[src/design/rlfe_pkg.sv]
// Shared types and constants for the RGB LED frame encoder.
// Used by rlfe_scale and rgb_led_frame_encoder; depends on nothing else.
package rlfe_pkg;

  // Default sizes handed to the top level parameters.
  localparam int NUM_LEDS_DEF    = 8;
  localparam int RESET_SLOTS_DEF = 256;

  // Field widths.
  localparam int CH_W    = 8;            // one color channel
  localparam int GRB_W   = 3 * CH_W;     // stored pixel word
  localparam int PCT_W   = 7;            // clamped brightness, 1..100
  localparam int PROD_W  = CH_W + PCT_W; // channel * brightness
  localparam int DUTY_W  = 6;
  localparam int BIT_W   = 5;            // bit position inside a pixel word
  localparam int CMD_W   = 2;

  localparam logic [PCT_W-1:0] PCT_MAX = PCT_W'(100);
  localparam logic [PCT_W-1:0] PCT_MIN = PCT_W'(1);
  localparam logic [BIT_W-1:0] BIT_TOP = BIT_W'(GRB_W - 1);

  // Duty reset values.
  localparam logic [DUTY_W-1:0] DUTY_ONE_RST  = DUTY_W'(27);
  localparam logic [DUTY_W-1:0] DUTY_ZERO_RST = DUTY_W'(13);
  localparam logic [DUTY_W-1:0] DUTY_OFF_RST  = DUTY_W'(12);

  // Input transaction kinds; the last code is unused and dropped.
  typedef enum logic [CMD_W-1:0] {
    CMD_SET   = 2'd0,
    CMD_START = 2'd1,
    CMD_TICK  = 2'd2,
    CMD_NOP   = 2'd3
  } cmd_t;

  // Configuration register indexes.
  typedef enum logic [1:0] {
    REG_DUTY_ONE  = 2'd0,
    REG_DUTY_ZERO = 2'd1,
    REG_DUTY_OFF  = 2'd2
  } reg_idx_t;

  // Request to the brightness scaler.
  typedef struct packed {
    logic                 start;
    logic [GRB_W-1:0]     rgb;
    logic [PCT_W-1:0]     pct;
  } scale_req_t;

endpackage

[src/design/rlfe_ram.sv]
// Generic single-write, single-read RAM with a registered read port.
// Holds the pixel words of the frame encoder; no dependencies.
module rlfe_ram #(
  parameter int WIDTH  = 24,
  parameter int DEPTH  = 8,
  parameter int ADDR_W = (DEPTH > 1) ? $clog2(DEPTH) : 1
) (
  input  logic              clk,
  input  logic              we,
  input  logic [ADDR_W-1:0] waddr,
  input  logic [WIDTH-1:0]  wdata,
  input  logic [ADDR_W-1:0] raddr,
  output logic [WIDTH-1:0]  rdata
);

  logic [WIDTH-1:0] mem [DEPTH];

  // Write port and registered read port; a read of the written address returns old data.
  always_ff @(posedge clk) begin
    if (we) begin
      mem[waddr] <= wdata;
    end
    rdata <= mem[raddr];
  end

endmodule

[src/design/rlfe_scale.sv]
// Bit-serial brightness scaler: three channel lanes computing channel * pct / 100.
// Depends on rlfe_pkg for widths and the request struct.
module rlfe_scale (
  input  logic                         clk,
  input  logic                         rst_n,
  input  rlfe_pkg::scale_req_t         req,
  output logic                         done,
  output logic [rlfe_pkg::GRB_W-1:0]   grb
);

  localparam int LANES = 3;
  localparam int CNT_W = 4;
  localparam logic [CNT_W-1:0] MUL_LAST = CNT_W'(rlfe_pkg::PCT_W - 1);
  localparam logic [CNT_W-1:0] DIV_LAST = CNT_W'(rlfe_pkg::PROD_W - 1);
  localparam logic [rlfe_pkg::CH_W:0] DIVISOR = 9'(100);

  typedef enum logic [1:0] {
    S_IDLE,
    S_MUL,
    S_DIV
  } state_t;

  state_t                          state_r, state_nxt;
  logic [CNT_W-1:0]                cnt_r, cnt_nxt;
  logic                            done_r, done_nxt;
  logic [rlfe_pkg::PCT_W-1:0]      mplier_r, mplier_nxt;
  logic [rlfe_pkg::PROD_W-1:0]     acc_r [LANES];
  logic [rlfe_pkg::PROD_W-1:0]     acc_nxt [LANES];
  logic [rlfe_pkg::PROD_W-1:0]     mcand_r [LANES];
  logic [rlfe_pkg::PROD_W-1:0]     mcand_nxt [LANES];
  logic [rlfe_pkg::PCT_W-1:0]      rem_r [LANES];
  logic [rlfe_pkg::PCT_W-1:0]      rem_nxt [LANES];
  logic [rlfe_pkg::CH_W-1:0]       quo_r [LANES];
  logic [rlfe_pkg::CH_W-1:0]       quo_nxt [LANES];
  logic [rlfe_pkg::CH_W-1:0]       ch_in [LANES];
  logic [rlfe_pkg::CH_W:0]         trial [LANES];
  logic                            fits [LANES];

  // Lane order follows the stored word: green, red, blue.
  assign ch_in[0] = req.rgb[15:8];
  assign ch_in[1] = req.rgb[23:16];
  assign ch_in[2] = req.rgb[7:0];

  // Shift-add multiply over the brightness bits, then restoring division by 100.
  always_comb begin
    state_nxt  = state_r;
    cnt_nxt    = cnt_r;
    done_nxt   = 1'b0;
    mplier_nxt = mplier_r;
    for (int i = 0; i < LANES; i++) begin
      acc_nxt[i]   = acc_r[i];
      mcand_nxt[i] = mcand_r[i];
      rem_nxt[i]   = rem_r[i];
      quo_nxt[i]   = quo_r[i];
      trial[i]     = {1'b0, rem_r[i], acc_r[i][rlfe_pkg::PROD_W-1]};
      fits[i]      = (trial[i] >= DIVISOR);
    end
    unique case (state_r)
      S_IDLE: begin
        if (req.start) begin
          mplier_nxt = req.pct;
          cnt_nxt    = '0;
          state_nxt  = S_MUL;
          for (int i = 0; i < LANES; i++) begin
            acc_nxt[i]   = '0;
            mcand_nxt[i] = rlfe_pkg::PROD_W'(ch_in[i]);
          end
        end
      end
      S_MUL: begin
        for (int i = 0; i < LANES; i++) begin
          if (mplier_r[0]) begin
            acc_nxt[i] = acc_r[i] + mcand_r[i];
          end
          mcand_nxt[i] = {mcand_r[i][rlfe_pkg::PROD_W-2:0], 1'b0};
        end
        mplier_nxt = {1'b0, mplier_r[rlfe_pkg::PCT_W-1:1]};
        if (cnt_r == MUL_LAST) begin
          cnt_nxt   = '0;
          state_nxt = S_DIV;
          for (int i = 0; i < LANES; i++) begin
            rem_nxt[i] = '0;
          end
        end else begin
          cnt_nxt = cnt_r + 1'b1;
        end
      end
      S_DIV: begin
        for (int i = 0; i < LANES; i++) begin
          rem_nxt[i] = fits[i] ? rlfe_pkg::PCT_W'(trial[i] - DIVISOR)
                               : rlfe_pkg::PCT_W'(trial[i]);
          quo_nxt[i] = {quo_r[i][rlfe_pkg::CH_W-2:0], fits[i]};
          acc_nxt[i] = {acc_r[i][rlfe_pkg::PROD_W-2:0], 1'b0};
        end
        if (cnt_r == DIV_LAST) begin
          done_nxt  = 1'b1;
          state_nxt = S_IDLE;
        end else begin
          cnt_nxt = cnt_r + 1'b1;
        end
      end
      default: begin
        state_nxt = S_IDLE;
      end
    endcase
  end

  // State, counter and done flag; lane datapath registers need no reset.
  always_ff @(posedge clk) begin
    if (!rst_n) begin
      state_r <= S_IDLE;
      cnt_r   <= '0;
      done_r  <= 1'b0;
    end else begin
      state_r <= state_nxt;
      cnt_r   <= cnt_nxt;
      done_r  <= done_nxt;
    end
    mplier_r <= mplier_nxt;
    for (int i = 0; i < LANES; i++) begin
      acc_r[i]   <= acc_nxt[i];
      mcand_r[i] <= mcand_nxt[i];
      rem_r[i]   <= rem_nxt[i];
      quo_r[i]   <= quo_nxt[i];
    end
  end

  assign done = done_r;
  assign grb  = {quo_r[0], quo_r[1], quo_r[2]};

  // The lane 0 remainder stays below the divisor during the division phase.
  a_rem_bound: assert property (@(posedge clk) disable iff (!rst_n)
    state_r == S_DIV |-> rem_r[0] < rlfe_pkg::PCT_MAX)
    else $error("scaler remainder out of range");

  // A new request is never seen while the lanes are busy.
  a_no_restart: assert property (@(posedge clk) disable iff (!rst_n)
    (state_r == S_MUL || state_r == S_DIV) |-> !req.start)
    else $error("scaler restarted while busy");

  // Done pulses only as the division phase ends.
  a_done_src: assert property (@(posedge clk) disable iff (!rst_n)
    done_r |-> $past(state_r) == S_DIV && state_r == S_IDLE)
    else $error("scaler done without division");

endmodule

[src/design/rgb_led_frame_encoder.sv]
// RGB LED frame encoder: pixel store, brightness scaling and PWM slot sequencing.
// Depends on rlfe_pkg, rlfe_scale and rlfe_ram.
//
// Usage. Input transactions arrive on in_* with the command kind on in_tuser:
// set color writes one LED (index clamped to the last LED, brightness to
// 1..100), start frame begins a frame in on or off mode, and each slot tick
// of a running frame yields one output transaction on out_* carrying the PWM
// duty, with out_tlast on the final reset slot. Ticks outside a frame, starts
// during a frame and the unused command code produce nothing.
// A tick's result is registered and appears in the cycle after acceptance.
// Ticks are taken one per cycle while the receiver keeps up, except that
// in_tready drops in the cycle after each start, each pixel boundary, the
// final slot of a frame and each stored color, for the registered read of
// the pixel RAM. A set color transaction occupies the bit-serial scaler for
// 7 multiply steps, 15 division steps and one write, during which in_tready
// stays low.
// Reset clears the frame state, the pixel valid bits (so every LED reads as
// black) and the duty registers to 27, 13 and 12. If the receiver stalls,
// the result holds on out_tdata and in_tready stays low, so no transaction
// of any kind is taken until the result has been accepted.
module rgb_led_frame_encoder #(
  parameter int NUM_LEDS    = rlfe_pkg::NUM_LEDS_DEF,
  parameter int RESET_SLOTS = rlfe_pkg::RESET_SLOTS_DEF
) (
  input  logic        clk,
  input  logic        rst_n,
  // Input channel.
  input  logic        in_tvalid,
  output logic        in_tready,
  // in_tdata: led_index [7:0], color_rgb [31:8], brightness_pct [39:32],
  //           send_on [40], zero [47:41]
  input  logic [47:0] in_tdata,
  // in_tuser: cmd [1:0]
  input  logic [1:0]  in_tuser,
  // Result channel.
  output logic        out_tvalid,
  input  logic        out_tready,
  // out_tdata: duty [5:0], zero [7:6]
  output logic [7:0]  out_tdata,
  output logic        out_tlast,
  // Configuration write port.
  input  logic        cfg_we,
  input  logic [1:0]  cfg_index,
  input  logic [5:0]  cfg_wdata
);

  localparam int AW = (NUM_LEDS > 1) ? $clog2(NUM_LEDS) : 1;
  localparam int PW = $clog2(NUM_LEDS + 1);
  localparam int CW = $clog2(RESET_SLOTS + 1);
  localparam logic [PW-1:0] POS_END  = PW'(NUM_LEDS);
  localparam logic [AW-1:0] LAST_LED = AW'(NUM_LEDS - 1);
  localparam logic [CW-1:0] CNT_LAST = CW'(RESET_SLOTS - 1);

  // Configuration registers.
  logic [rlfe_pkg::DUTY_W-1:0] duty_one_r, duty_zero_r, duty_off_r;

  // Frame state.
  logic                        busy_r, busy_nxt;
  logic                        on_r, on_nxt;
  logic [PW-1:0]               pos_r, pos_nxt;
  logic [rlfe_pkg::BIT_W-1:0]  bit_r, bit_nxt;
  logic [CW-1:0]               cnt_r, cnt_nxt;
  logic                        calc_busy_r, calc_busy_nxt;
  logic [AW-1:0]               widx_r, widx_nxt;
  logic                        ok_r, ok_nxt;
  logic                        out_valid_r, out_valid_nxt;
  logic [rlfe_pkg::DUTY_W-1:0] out_duty_r, out_duty_nxt;
  logic                        out_last_r, out_last_nxt;
  logic                        vld_r [NUM_LEDS];
  logic                        vld_q_r;

  // Decoded input fields.
  logic                        in_acc;
  rlfe_pkg::cmd_t              cmd;
  logic [7:0]                  led_index;
  logic [rlfe_pkg::GRB_W-1:0]  color_rgb;
  logic [7:0]                  brightness_pct;
  logic                        send_on;
  logic [rlfe_pkg::PCT_W-1:0]  pct_clamped;
  logic                        out_free;
  logic                        pix_lt;
  logic                        event_hit;
  logic [AW-1:0]               rd_addr;
  logic [rlfe_pkg::GRB_W-1:0]  rd_data;
  logic [rlfe_pkg::GRB_W-1:0]  word;
  logic                        cur_bit;
  rlfe_pkg::scale_req_t        sreq;
  logic                        scale_done;
  logic [rlfe_pkg::GRB_W-1:0]  scale_grb;

  assign cmd            = rlfe_pkg::cmd_t'(in_tuser);
  assign led_index      = in_tdata[7:0];
  assign color_rgb      = in_tdata[31:8];
  assign brightness_pct = in_tdata[39:32];
  assign send_on        = in_tdata[40];

  // Handshake: one transaction at a time, waiting for an idle scaler, a settled RAM read and a free output.
  assign out_free  = !out_valid_r || out_tready;
  assign in_tready = !calc_busy_r && ok_r && out_free;
  assign in_acc    = in_tvalid && in_tready;

  // Brightness clamp to 1..100.
  always_comb begin
    if (brightness_pct > 8'(rlfe_pkg::PCT_MAX)) begin
      pct_clamped = rlfe_pkg::PCT_MAX;
    end else if (brightness_pct == 8'd0) begin
      pct_clamped = rlfe_pkg::PCT_MIN;
    end else begin
      pct_clamped = brightness_pct[rlfe_pkg::PCT_W-1:0];
    end
  end

  assign sreq.start = in_acc && (cmd == rlfe_pkg::CMD_SET);
  assign sreq.rgb   = color_rgb;
  assign sreq.pct   = pct_clamped;

  rlfe_scale u_scale (
    .clk   (clk),
    .rst_n (rst_n),
    .req   (sreq),
    .done  (scale_done),
    .grb   (scale_grb)
  );

  // Pixel store; unwritten entries read as black through the valid bits.
  assign pix_lt  = (pos_r < POS_END);
  assign rd_addr = pix_lt ? pos_r[AW-1:0] : '0;

  rlfe_ram #(
    .WIDTH (rlfe_pkg::GRB_W),
    .DEPTH (NUM_LEDS)
  ) u_ram (
    .clk   (clk),
    .we    (scale_done),
    .waddr (widx_r),
    .wdata (scale_grb),
    .raddr (rd_addr),
    .rdata (rd_data)
  );

  assign word    = vld_q_r ? rd_data : '0;
  assign cur_bit = word[bit_r];

  // Command handling and slot sequencing.
  always_comb begin
    busy_nxt      = busy_r;
    on_nxt        = on_r;
    pos_nxt       = pos_r;
    bit_nxt       = bit_r;
    cnt_nxt       = cnt_r;
    calc_busy_nxt = calc_busy_r;
    widx_nxt      = widx_r;
    out_valid_nxt = out_valid_r && !out_tready;
    out_duty_nxt  = out_duty_r;
    out_last_nxt  = out_last_r;
    event_hit     = scale_done;
    if (scale_done) begin
      calc_busy_nxt = 1'b0;
    end
    if (in_acc) begin
      unique case (cmd)
        rlfe_pkg::CMD_SET: begin
          calc_busy_nxt = 1'b1;
          widx_nxt = ({1'b0, led_index} >= 9'(NUM_LEDS)) ? LAST_LED : led_index[AW-1:0];
        end
        rlfe_pkg::CMD_START: begin
          if (!busy_r) begin
            busy_nxt  = 1'b1;
            on_nxt    = send_on;
            pos_nxt   = '0;
            bit_nxt   = rlfe_pkg::BIT_TOP;
            cnt_nxt   = '0;
            event_hit = 1'b1;
          end
        end
        rlfe_pkg::CMD_TICK: begin
          if (busy_r) begin
            out_valid_nxt = 1'b1;
            out_last_nxt  = 1'b0;
            if (pix_lt) begin
              if (on_r) begin
                out_duty_nxt = cur_bit ? duty_one_r : duty_zero_r;
              end else begin
                out_duty_nxt = duty_off_r;
              end
              if (bit_r == '0) begin
                bit_nxt   = rlfe_pkg::BIT_TOP;
                pos_nxt   = pos_r + 1'b1;
                event_hit = 1'b1;
              end else begin
                bit_nxt = bit_r - 1'b1;
              end
            end else begin
              out_duty_nxt = '0;
              if (cnt_r == CNT_LAST) begin
                out_last_nxt = 1'b1;
                busy_nxt     = 1'b0;
                pos_nxt      = '0;
                bit_nxt      = rlfe_pkg::BIT_TOP;
                cnt_nxt      = '0;
                event_hit    = 1'b1;
              end else begin
                cnt_nxt = cnt_r + 1'b1;
              end
            end
          end
        end
        default: begin
        end
      endcase
    end
    ok_nxt = !event_hit;
  end

  // Control and output registers.
  always_ff @(posedge clk) begin
    if (!rst_n) begin
      busy_r      <= 1'b0;
      on_r        <= 1'b0;
      pos_r       <= '0;
      bit_r       <= rlfe_pkg::BIT_TOP;
      cnt_r       <= '0;
      calc_busy_r <= 1'b0;
      ok_r        <= 1'b0;
      out_valid_r <= 1'b0;
      out_last_r  <= 1'b0;
    end else begin
      busy_r      <= busy_nxt;
      on_r        <= on_nxt;
      pos_r       <= pos_nxt;
      bit_r       <= bit_nxt;
      cnt_r       <= cnt_nxt;
      calc_busy_r <= calc_busy_nxt;
      ok_r        <= ok_nxt;
      out_valid_r <= out_valid_nxt;
      out_last_r  <= out_last_nxt;
    end
    widx_r     <= widx_nxt;
    out_duty_r <= out_duty_nxt;
  end

  // Pixel valid bits, read alongside the RAM so both line up.
  always_ff @(posedge clk) begin
    if (!rst_n) begin
      for (int i = 0; i < NUM_LEDS; i++) begin
        vld_r[i] <= 1'b0;
      end
      vld_q_r <= 1'b0;
    end else begin
      if (scale_done) begin
        vld_r[widx_r] <= 1'b1;
      end
      vld_q_r <= vld_r[rd_addr];
    end
  end

  // Duty registers.
  always_ff @(posedge clk) begin
    if (!rst_n) begin
      duty_one_r  <= rlfe_pkg::DUTY_ONE_RST;
      duty_zero_r <= rlfe_pkg::DUTY_ZERO_RST;
      duty_off_r  <= rlfe_pkg::DUTY_OFF_RST;
    end else if (cfg_we) begin
      unique case (rlfe_pkg::reg_idx_t'(cfg_index))
        rlfe_pkg::REG_DUTY_ONE:  duty_one_r  <= cfg_wdata;
        rlfe_pkg::REG_DUTY_ZERO: duty_zero_r <= cfg_wdata;
        rlfe_pkg::REG_DUTY_OFF:  duty_off_r  <= cfg_wdata;
        default: begin
        end
      endcase
    end
  end

  assign out_tvalid = out_valid_r;
  assign out_tdata  = {2'b00, out_duty_r};
  assign out_tlast  = out_last_r;

  // A frame only ends together with its flagged final slot.
  a_end_flag: assert property (@(posedge clk) disable iff (!rst_n)
    $fell(busy_r) |-> out_valid_r && out_last_r)
    else $error("frame ended without a last slot");

  // The final slot is a reset slot and carries zero duty.
  a_last_zero: assert property (@(posedge clk) disable iff (!rst_n)
    out_valid_r && out_last_r |-> out_duty_r == '0)
    else $error("last slot with nonzero duty");

  // Scaler results arrive only for an outstanding set color.
  a_done_owned: assert property (@(posedge clk) disable iff (!rst_n)
    scale_done |-> calc_busy_r)
    else $error("stray scaler result");

  // The bit position stays inside the pixel word.
  a_bit_range: assert property (@(posedge clk) disable iff (!rst_n)
    bit_r <= rlfe_pkg::BIT_TOP)
    else $error("bit position out of range");

endmodule
[config.mk]
export PLATFORM = sky130hd
export DESIGN_NAME = rgb_led_frame_encoder
export DESIGN_NICKNAME = d
export VERILOG_FILES = /design/src/design/rlfe_pkg.sv /design/src/design/rlfe_ram.sv /design/src/design/rlfe_scale.sv /design/src/design/rgb_led_frame_encoder.sv
export SDC_FILE = /design/constraint.sdc
export NUM_CORES = 1
export LEC_CHECK = 0
export BUFFER_PORTS_ARGS = -buffer_cell sky130_fd_sc_hd__buf_2
export CORE_MARGIN = 3
export CORE_UTILIZATION = 39
export CTS_CLUSTER_DIAMETER = 120
export DETAILED_ROUTE_END_ITERATION = 8
export HOLD_SLACK_MARGIN = 0.05
export PLACE_DENSITY = 0.61
export SETUP_SLACK_MARGIN = 0.15
export SLEW_MARGIN = 20
export SYNTH_ARGS = -nofsm -noshare
export SYNTH_HDL_FRONTEND = slang
export SYNTH_HIERARCHICAL = 1
export SYNTH_SLANG_ARGS = --single-unit
export TNS_END_PERCENT = 50
[constraint.sdc]
create_clock -name clk -period 8.1 [get_ports clk]
set_input_delay 0.81 -clock clk [delete_from_list [all_inputs] [get_ports clk]]
set_output_delay 0.81 -clock clk [all_outputs]
set_load 0.05 [all_outputs]
* Word level (Yosys, flattened, before mapping)
Memory sizes are Yosys's and may differ from the RTL's. A register that Yosys moved wholly into a read port is not among the register bits. Cells that the tools add are included.
Cells by class: equal/unequal tests 18, reduce and logical (&&, ||, !) cells 34, $add $sub $neg 10, mux-type cells 76, bitwise gates (word level) 1, $mul 0, order comparisons 7, divide/modulo/power cells 0, shift operators 0
Operator list (count):
- $pmux 45 s3 | 1
- $mux 45 | 2
- $pmux 45 s2 | 1
- $mux 24 | 2
- $add 15x15->15 | 3
- $mux 15 | 3
- $mux 7 | 6
- $pmux 21 s2 | 1
- $mux 9 | 4
- $mux 4 | 8
- $mux 1 | 26
- $mux 5 | 5
- $ge 8x7->1 const B | 3
- $mux 21 | 1
- $sub 7x7->7 const B | 3
- $pmux 9 s2 | 1
- $pmux 7 s2 | 1
- $reduce_and 2->1 | 7
- $mux 6 | 2
- $pmux 4 s3 | 1
- $reduce_and 3->1 | 4
- $ne 2x2->1 const B | 5
- $pmux 5 s2 | 1
- $reduce_and 5->1 | 2
- 31 further kinds | 53
Storage, ports and cells: RAM bits 335, output and inout port bits 11, word-level logic and storage cells 170, register bits after elaboration 65, bits in latches 0, memories kept 6, ROM bits 0, bits of input ports 63
Memories:
- u_ram.mem | words 8, bits a word 24, rd ports 1, clocked after Yosys merged registers in 1, wr ports 1, line rlfe_ram.sv:16 | logic [WIDTH-1:0] mem [DEPTH];
- u_scale.acc_r | words 3, bits a word 15, rd ports 3, clocked after Yosys merged registers in 0, wr ports 3, line rlfe_scale.sv:27 | logic [rlfe_pkg::PROD_W-1:0] acc_r [LANES];
- u_scale.mcand_r | words 3, bits a word 15, rd ports 3, clocked after Yosys merged registers in 0, wr ports 3, line rlfe_scale.sv:29 | logic [rlfe_pkg::PROD_W-1:0] mcand_r [LANES];
- u_scale.quo_r | words 3, bits a word 8, rd ports 3, clocked after Yosys merged registers in 0, wr ports 3, line rlfe_scale.sv:33 | logic [rlfe_pkg::CH_W-1:0] quo_r [LANES];
- u_scale.rem_r | words 3, bits a word 7, rd ports 3, clocked after Yosys merged registers in 0, wr ports 3, line rlfe_scale.sv:31 | logic [rlfe_pkg::PCT_W-1:0] rem_r [LANES];
- vld_r | words 8, bits a word 1, rd ports 1, clocked after Yosys merged registers in 1, wr ports 8, line rgb_led_frame_encoder.sv:69 | logic vld_r [NUM_LEDS];

* Logic depth before layout (Yosys ltp)
word-level depth 7, mapped depth 9

* By module
Netlist, hierarchy kept.
By module, submodules not included:
- rlfe_scale | cells an instance 675, area each 8047.7 µm², times used 1
- rlfe_ram | cells an instance 314, area each 7797.5 µm², times used 1
- rgb_led_frame_encoder | cells an instance 350, area each 3206.8 µm², times used 1

* Worst setup path after synthesis
OpenSTA, ideal clock, no wires.
path kind input -> register, start point input out_tready, end point memory u_scale/acc_r[0][0] (netlist bit) (enable), buffers on the path 0, cell stages on the path 5, arrival time 4.597 ns, library setup time 0.503 ns, setup slack 2.999 ns, path through nand2b_1 and3_1 and2_1 nor2b_1 nor3_1
RTL lines:
- start: declaration | line rgb_led_frame_encoder.sv:37 | input logic out_tready,
- end: declaration | line rlfe_scale.sv:27

* Final worst setup path
start point register bit_r[1] (netlist bit), end point register out_duty_r[4] (netlist bit) (data pin)
Between the ends: longest elaborated chain between the ends 4
RTL lines:
- start: declaration | line rgb_led_frame_encoder.sv:61 | logic [rlfe_pkg::BIT_W-1:0] bit_r, bit_nxt;
- start signal: assignment | line rgb_led_frame_encoder.sv:221 | bit_r <= rlfe_pkg::BIT_TOP;
- start signal: assignment | line rgb_led_frame_encoder.sv:231 | bit_r <= bit_nxt;
- $bmux 1 s5 | line rgb_led_frame_encoder.sv:142 | assign cur_bit = word[bit_r];
- $mux 1 (implied by the code) | line rgb_led_frame_encoder.sv:142
- $mux 6 | line rgb_led_frame_encoder.sv:182 | out_duty_nxt = cur_bit ? duty_one_r : duty_zero_r;
- $mux 6 | line rgb_led_frame_encoder.sv:181 | if (on_r) begin
- end signal: assignment | line rgb_led_frame_encoder.sv:239 | out_duty_r <= out_duty_nxt;
- end: declaration | line rgb_led_frame_encoder.sv:67 | logic [rlfe_pkg::DUTY_W-1:0] out_duty_r, out_duty_nxt;
No other way between the ends. The select of a mux whose other input is x is not followed. A chain may end at the register's enable or synchronous reset.

==> flow_summary.json <==
{
  "netlist_area_mm2": 0.0191,
  "yosysSeqAreaShare": 0.627,
  "die_h_um": 227,
  "grt-ovfl-total": 0,
  "post_cts_buffers": 0,
  "nets": 1545,
  "status": "finished clean",
  "setup_violations": 0,
  "grt_first_pass_wirelength_mm": 57.7,
  "initial_core_util": 0.397,
  "die_area_mm2": 0.0515,
  "yosys.area.top_type": "edfxtp_1",
  "setup_tns_ns": 0,
  "p_leak_nw": 7.41,
  "numPortBuffers": 64,
  "ant_nets": 0,
  "pre_cts_slack_ns": 4.90,
  "clock-sinks": 425,
  "num_vias": 10800,
  "setup_ws_ns": 5.38,
  "synthCells": 1339,
  "end_kind": "flop",
  "cap_violations": 0,
  "synth.area.top_cells": "edfxtp_1, dfxtp_1, mux4_2",
  "hold_class": "reg -> reg",
  "synth_top_area_frac": 0.541,
  "power.density_mw_per_mm2": 223,
  "synth_warnings": 6,
  "irDropWorstVdd_uv": 151,
  "layout_commonest_cell": "edfxtp_1",
  "die_x_um": 227,
  "antenna_found_initial": 1,
  "finalHoldViolCount": 0,
  "synth_edf_count": 343,
  "grt_max_degree": 64,
  "cp.arrival_ns": 3.04,
  "postSynthAreaPerCell_um2": 14.2,
  "hpwlAfterDp_mm": 21.3,
  "diodes": 0,
  "areaGrowthSynthToFinish_pct": 13.0,
  "drt_iter0_drc": 709,
  "slew_viol_final": 0,
  "cts_tree": "done",
  "finalPower_mw": 4.81,
  "wl_per_cell_um": 17.3,
  "row_count": 80,
  "placeableCoreArea_mm2": 0.0480,
  "drive_above_1_share": 0.208,
  "worst_pin_slew_ns": 1.06,
  "cts_max_level": 2,
  "critical_path_required_ns": 8.42,
  "cts_root_buf": "clkbuf_16",
  "gp_congestion": 0.796,
  "layout_common_cells": "edfxtp_1, nand2_1, dfxtp_1",
  "post-route-period-util": 0.336,
  "fmax_mhz": 368,
  "drcViolationCount": 0,
  "wirelength_mm": 35.9,
  "ys_seq_elements": 425,
  "start_kind": "flop",
  "yosysUniqueCellTypes": 82,
  "async_reset_ff_frac": 0,
  "skew_ns": 0.0345,
  "cts.path.max_buffers": 3,
  "ys.flop_type": "edfxtp_1",
  "first_global_vias": 10900,
  "detailedRoute.firstPassIterationCount": 4,
  "worstPathMaxFanout": 14,
  "cts_resized": 0,
  "clock_latency_ns": 0.58,
  "cts_hold_buf": 0,
  "cts_buffers": 45,
  "path_class": "reg -> reg",
  "ios": 74,
  "rsz0062_at_grt": "no",
  "period_minus_slack_ns": 2.72,
  "path_clk_slew_ns": 0.06,
  "slew_headroom": 0.292,
  "vias_per_cell": 5.23,
  "grt_use_total": 0.141
}
## stage by stage
stage / cells / utilization / area, µm² / hold WS [ns]
6_report: 2070 / 0.448 / 21500 / 0.441
4_1_cts: 2069 / 0.448 / 21500 / 0.445
3_5_place_dp: 1986 / 0.418 / 20100 / 0.437
2_1_floorplan: 1340 / - / 19100 / 0.407
3_3_place_gp: 1986 / 0.418 / 20100 / 0.418
5_1_grt: 2070 / 0.448 / 21500 / 0.467
## state kept, by name (all words and copies together) (netlist names), 6 cells and up
name / cells
u_scale/mplier_r: 7
u_ram/mem: 192
u_scale/quo_r: 24
cnt_r: 9
u_scale/rem_r: 21
duty_one_r: 6
vld_r: 8
u_ram/rdata: 24
u_scale/mcand_r: 45
u_scale/acc_r: 45
duty_off_r: 6
out_duty_r: 6
duty_zero_r: 6
## cells by family (layout without fill, tap and decap cells)
group,Yosys count,after routing,synth area share
XOR/XNOR,48,48,0.0221
buffers and inverters,84,199,0.0208
multiplexers,143,143,0.113
AO/OA/AOI/OAI,226,226,0.0807
AND/OR/NAND/NOR,349,349,0.0942
adder cells (fa/ha/maj),63,63,0.0426
other,1,2,0.000197
flip-flops,425,425,0.627
## final timing paths
| path | startpoint | to | slack (ns) | cells after the start |
|---|---|---|---|---|
| setup / recovery | bit_r[1] | out_duty_r[4] | 5.38 | 5 |
| hold / removal | cnt_r[8] | cnt_r[8] | 0.44 | 2 |
| setup reg to reg | bit_r[1] | out_duty_r[4] | 5.38 | 5 |
| hold reg to reg | cnt_r[8] | cnt_r[8] | 0.44 | 2 |
## final cells by class
| class | instances | area (µm²) |
|---|---|---|
| fill | 4258 | 26500 |
| timing repair buffer | 83 | 483 |
| tap | 615 | 769 |
| clock buffer | 54 | 1170 |
| multi-input combinational | 831 | 6770 |
| clock inverter | 29 | 270 |
| inverter | 33 | 124 |
| sequential | 425 | 11900 |
## critical path: stages (launching register included)
cell,delay [ns]
dfxtp_1,0.89
mux2i_1,0.52
a211oi_1,0.19
nand3_1,0.14
nand4_1,0.31
o221a_2,0.40
## Yosys cell counts (all sizes together) (22+ instances only)
cell,n
edfxtp,343
mux4,48
mux2i,40
o21ai,69
nor2b,33
mux2,55
a21oi,41
and2,36
buf,22
nand3,23
dfxtp,82
clkbuf,29
nor2,78
ha,60
inv,33
nand2,90
xnor2,27
## per-layer routing
layer,vias up,GRT usage,share of wire
met3,48,0.0254,0.042
li1,5254,-,-
met5,-,0,0.00056
met4,2,0.0407,0.019
met2,180,0.231,0.46
met1,5343,0.193,0.48
## where the power goes
| part | switching (mW) | leakage (nW) | total (mW) | internal [mW] |
|---|---|---|---|---|
| Sequential | 0.0298 | 3.66 | 2.43 | 2.40 |
| Clock | 0.851 | 0.699 | 1.99 | 1.14 |
| Combinational | 0.221 | 3.05 | 0.388 | 0.167 |
No activity file was read; power rests on OpenSTA's default activity.
